File: src/hw/rtl/imuli_pkg.sv
`timescale 1ns / 1ps
// ----------------------------------------------------------------------------
// imuli_pkg: shared types and constants
// Item layouts, sizes and operation codes of the IMU interpolation resampler.
// ----------------------------------------------------------------------------
package imuli_pkg;

    localparam int DEPTH     = 256;
    localparam int FRAC_BITS = 16;
    localparam int AW        = $clog2(DEPTH);
    localparam int CW        = $clog2(DEPTH + 1);
    localparam int FW        = $clog2(FRAC_BITS + 1);

    localparam logic [1:0] OP_START  = 2'd0;
    localparam logic [1:0] OP_APPEND = 2'd1;
    localparam logic [1:0] OP_QUERY  = 2'd2;
    localparam logic [1:0] OP_NOP    = 2'd3;

    localparam logic [1:0] ST_OK     = 2'd0;
    localparam logic [1:0] ST_NO_OLD = 2'd1;
    localparam logic [1:0] ST_NO_NEW = 2'd2;
    localparam logic [1:0] ST_FRAC   = 2'd3;

    typedef struct packed {
        logic [1:0]         op;
        logic [47:0]        stamp;
        logic signed [31:0] gyro_x;
        logic signed [31:0] gyro_y;
        logic signed [31:0] gyro_z;
        logic signed [31:0] accel_x;
        logic signed [31:0] accel_y;
        logic signed [31:0] accel_z;
    } t_in_item;

    typedef struct packed {
        logic signed [31:0] rate_x;
        logic signed [31:0] rate_y;
        logic signed [31:0] rate_z;
        logic signed [31:0] acc_out_x;
        logic signed [31:0] acc_out_y;
        logic signed [31:0] acc_out_z;
        logic [1:0]         status;
        logic               overflowed;
    } t_out_item;

    typedef struct packed {
        logic [47:0] stamp;
        logic [5:0][31:0] vals;
    } t_entry;

endpackage

File: src/hw/rtl/imuli_alu.sv
`timescale 1ns / 1ps
// ----------------------------------------------------------------------------
// imuli_alu: shared datapath
// One subtract/compare per cycle for the restoring divide, one 33x17 multiply
// per cycle for the interpolation lanes, with the rounding shift behind it.
// ----------------------------------------------------------------------------
module imuli_alu
    import imuli_pkg::*;
(
    input  logic [48:0]        i_a,
    input  logic [48:0]        i_b,
    output logic [48:0]        o_diff,
    output logic               o_ge,
    input  logic signed [31:0] i_w0,
    input  logic signed [31:0] i_w1,
    input  logic [FRAC_BITS:0] i_frac,
    output logic [31:0]        o_lerp
);

    logic signed [32:0]             w_delta;
    logic signed [FRAC_BITS+33:0]   w_prod;
    logic signed [FRAC_BITS+33:0]   w_shift;

    assign o_diff = i_a - i_b;
    assign o_ge   = i_a >= i_b;

    assign w_delta = 33'(i_w1) - 33'(i_w0);
    assign w_prod  = (FRAC_BITS+34)'(w_delta) * $signed({1'b0, i_frac});
    // arithmetic shift floors, rounding toward -inf
    assign w_shift = w_prod >>> FRAC_BITS;
    assign o_lerp  = 32'(i_w0) + w_shift[31:0];

endmodule

File: config.mk
export PLATFORM = sky130hd
export DESIGN_NAME = imuli_alu
export DESIGN_NICKNAME = d
export VERILOG_FILES = /design/src/hw/rtl/imuli_pkg.sv /design/src/hw/rtl/imuli_alu.sv
export SDC_FILE = /design/constraint.sdc
export NUM_CORES = 2
export LEC_CHECK = 0
export ABC_AREA = 1
export BUFFER_PORTS_ARGS = -buffer_cell sky130_fd_sc_hd__buf_2
export CAP_MARGIN = 40
export CORE_MARGIN = 1
export CORE_UTILIZATION = 52
export DETAILED_ROUTE_END_ITERATION = 10
export PLACE_DENSITY = 0.72
export SYNTH_ARGS = -nofsm -noshare
export SYNTH_HDL_FRONTEND = slang
export SYNTH_SLANG_ARGS = --single-unit
File: constraint.sdc
create_clock -name vclk -period 15.85
set_input_delay 0.7925 -clock vclk [all_inputs]
set_output_delay 0.7925 -clock vclk [all_outputs]
set_load 0.1 [all_outputs]
==> Word level (Yosys, flattened, before mapping) <==
Index checks and enable logic that the tools add are counted.
{ "classes": {"order_cmp": 1, "mul": 1, "add_sub_neg": 3} }
{ "ops": {"columns": ["cell", "count"], "rows": [
  [">= comparator 49 bit", 1],
  ["subtractor 49 bit", 1],
  ["multiplier 33 x 18 -> 48 bit", 1],
  ["subtractor 32 x 32 -> 33 bit", 1],
  ["adder 32 bit", 1]
]} }
{ "totals": {"ff_bits": 0} }

==> Longest topological paths before layout <==
{ "logic_depth": {"depth_word": 3, "depth_mapped": 54, "depth_no_buf": 54} }

==> Worst setup path before layout <==
OpenSTA, ideal clock, no wires.
{ "synth_path": {"path_type": "input-to-output", "startpoint": "input port i_w1[0]", "endpoint": "output port o_lerp[18]", "stages": 44, "setup_slack_ps": 5277, "required_ps": 15058, "n_path_buf": 1, "t_arrival_ps": 9780, "path_cell_list": "inv_1 ha_1 fa_1 inv_1 nand2_1 nand2_1 nand3_2 nand2_4 inv_1 nor2_1 nor2_1 nand2_1 nand2_1 inv_1 clkbuf_1 nand2_1 fa_1 fa_1 [... 8 more ...] nand2_1 nor2_1 nand2_1 o21ai_0 xor2_1 ha_1 fa_1 nand3_1 nand2_1 a21oi_1 o21ai_2 a21oi_1 o21ai_1 nand2_1 nand2_1 nand2_1 nand2_1 xor2_1"} }
{ "synth_between": {"elab_chain_len": 3} }
{ "synth_lines": {"columns": ["item", "line_no", "source"], "rows": [
  ["from (decl)", "imuli_alu.sv:15", "input logic signed [31:0] i_w1,"],
  ["subtractor 32 x 32 -> 33 bit", "imuli_alu.sv:27", "assign w_delta = 33'(i_w1) - 33'(i_w0);"],
  ["multiplier 33 x 18 -> 48 bit", "imuli_alu.sv:28", "assign w_prod = (FRAC_BITS+34)'(w_delta) * $signed({1'b0, i_frac});"],
  ["adder 32 bit", "imuli_alu.sv:31", "assign o_lerp = 32'(i_w0) + w_shift[31:0];"],
  ["to (decl)", "imuli_alu.sv:17", "output logic [31:0] o_lerp"]
]} }
No other way between the ends.

==> Worst setup path in the final report <==
{ "layout_path": {"startpoint": "input port i_w0[0]", "endpoint": "output port o_lerp[23]"} }
{ "layout_between": {"elab_chain_len": 3} }
{ "layout_lines": {"columns": ["item", "line_no", "source"], "rows": [
  ["from (decl)", "imuli_alu.sv:14", "input logic signed [31:0] i_w0,"],
  ["subtractor 32 x 32 -> 33 bit", "imuli_alu.sv:27", null],
  ["multiplier 33 x 18 -> 48 bit", "imuli_alu.sv:28", null],
  ["adder 32 bit (*)", "imuli_alu.sv:31", null]
]} }
Every way passes the cells marked *; elsewhere a longest branch is shown, timed or not.

==> run_results.csv <==
group,metric,value,unit
cells_and_area,drive_gt1_share,10.1,%
setup_path,arrival,10.83,ns
global_route,use_met1,44.4,%
cells_and_area,syn_to_final_growth,7.64,%
detailed_routing,finalWirelength,81200,um
yosys,synth_top_family_by_area,"adder cells",
timing,period_minus_slack,11.62,ns
run_status,outcome,"finished clean",
global_route,grt_pass1_wl,129000,um
worst_hold_path,whs_endpoint,"o_diff[0]",
detailed_routing,wl_per_cell,18.2,um
detailed_routing,antenna_left,0,
yosys,syn_area,25900,um2
floorplan,core,49100,um2
detailed_routing,via_count,23800,
detailed_routing,viasPerCell,5.32,
cells_and_area,design.seq.count,0,
timing,fin_setup_tns,0,ns
global_route,top_usage_layer,"met2",
worst_hold_path,hold_path.class,"input pin to primary output",
yosys,synth_mux_area_share,0,%
global_route,use_met2,55.2,%
placement,place.gp.congestion,1.00,
cells_and_area,nClkBuffers,0,
timing,tightest_slew,0.943,ns
placement,dp_hpwl,70300,um
floorplan,die_y,225,um
setup_path,cp-start-kind,"input pin",
cells_and_area,ff_latch_area,0,um2
global_route,grt_max_degree,33,
global_route,overflow,0,
floorplan,dieArea,50800,um2
cells_and_area,final_cell_mix,"inv_1 (935), nand2_1 (574), fa_1 (517)",
global_route,grtUsageMet3,3.14,%
yosys,synth_nets,4519,
timing,relSlewSlack,37.1,%
timing,period_share,73.3,%
floorplan,ios,261,
setup_path,crit_required,15.06,ns
clock_tree,cts_setup_buffers,0,
yosys,synth_fa_ha_area_share,50.8,%
floorplan,num_rows,81,
clock_tree,holdBufCountCts,0,
timing,finalSetupViolCount,0,
global_route,antenna_found_initial,5,
setup_path,cp_slowest_cell,"xor2_1",
timing,fmax,86.0,MHz
cells_and_area,final_common_cell,"inv_1",
yosys,synth_compound_area_share,9.15,%
yosys,syn_inst,3597,
setup_path,worstSetupEndpointType,"primary output",
floorplan,start_util,52.9,%
worst_hold_path,hold_path_depth,4,
setup_path,critical_path_peak_fanout,7,
yosys,synth_xor_area_share,4.64,%
run,maxCapViolations,0,
setup_path,critical_path.max_stage_delay,0.65,ns
global_route,grt_pass1_vias,24100,
yosys,ys_seq_area_share,0,%
global_route,grt.total_usage,32.6,%
floorplan,fp.dieW,225,um
yosys,synth_cell_type_count,58,
yosys,synthSimpleGateAreaFrac,20.3,%
detailed_routing,dr.first_iter.drc_count,1782,
timing,grt_setup_unrepaired,"false",
yosys,yosysWarnings,0,
detailed_routing,drt_first_pass_iters,6,
timing,hold_viol,0,
yosys,syn_area_per_cell,7.21,um2
setup_path,crit_type,"input pin to primary output",
detailed_routing,drc,0,
cells_and_area,num-nets-final,4728,
timing,drv_slew,0,
worst_hold_path,worstHoldStart,"i_b[0]",
placement,portBuffers,261,
clock_tree,cts_resized,0,
==> stage by stage <==
step	instances	setup WS [ns]	hold slack [ns]	instance area, um2	utilization (%)
6_report	4472	4.23	2.14	27900	56.9
5_1_grt	4472	3.54	2.14	27900	56.9
4_1_cts	4468	4.29	2.14	27900	56.9
3_5_place_dp	4468	4.32	2.13	27900	56.9
3_3_place_gp	4466	4.02	2.14	27900	56.9
2_1_floorplan	3597	5.28	2.06	25900	-
==> layout make-up <==
cell class | count | area [um2]
well taps | 664 | 831
inverters | 954 | 3580
fillers | 4884 | 21100
repair buffers | 284 | 1490
multi-input cells | 2566 | 22000
diodes | 4 | 10.0
==> per-layer routing <==
metal	vias up	part of all wire (%)
li1	11100	-
met1	11500	42
met4	2	3.2
met3	165	7.7
met2	1013	47
met5	-	0.016
==> worst max-delay path: cells and delay by family <==
kind	cells	cell delay, ns
xor gates and xnor gates	3	1.06
buffers and inverters	10	1.29
AOI/OAI and AO/OA	10	2.31
and+or+nand+nor	11	1.14
adders and majority gates	10	4.20
==> cell families after synthesis <==
family / Yosys count
buffers and inverters: 1031
XOR/XNOR: 133
adder cells (fa/ha/maj): 743
AND/OR/NAND/NOR: 1281
AO/OA/AOI/OAI: 409
==> how the worst max path moves through the flow <==
stage,start,end
floorplan,i_w1[0],o_lerp[18]
global placement,i_w0[0],o_lerp[30]
detailed placement,i_w0[0],o_lerp[28]
CTS,i_w0[0],o_lerp[28]
global route,i_w0[0],o_lerp[31]
finish,i_w0[0],o_lerp[23]
==> synthesized netlist by cell type (11+ instances only) <==
library cell / instances / area share, %
a31oi_1: 21 / 0.51
a21o_1: 21 / 0.61
nand2_1: 574 / 8.3
xnor2_1: 52 / 1.8
or2_2: 32 / 0.77
inv_1: 935 / 14
a21oi_1: 190 / 3.7
nand3_1: 86 / 1.7
ha_1: 226 / 11
xor2_1: 76 / 2.6
fa_1: 517 / 40
nor2_2: 23 / 0.55
nor3_1: 25 / 0.48
o21ai_0: 100 / 1.9
o21ai_1: 11 / 0.21
nor2_1: 493 / 7.1
clkbuf_1: 57 / 0.82
Power is left out: the tool's default activity adds up to more than one toggle a clock period on the data nets, which glitch-free logic cannot reach.
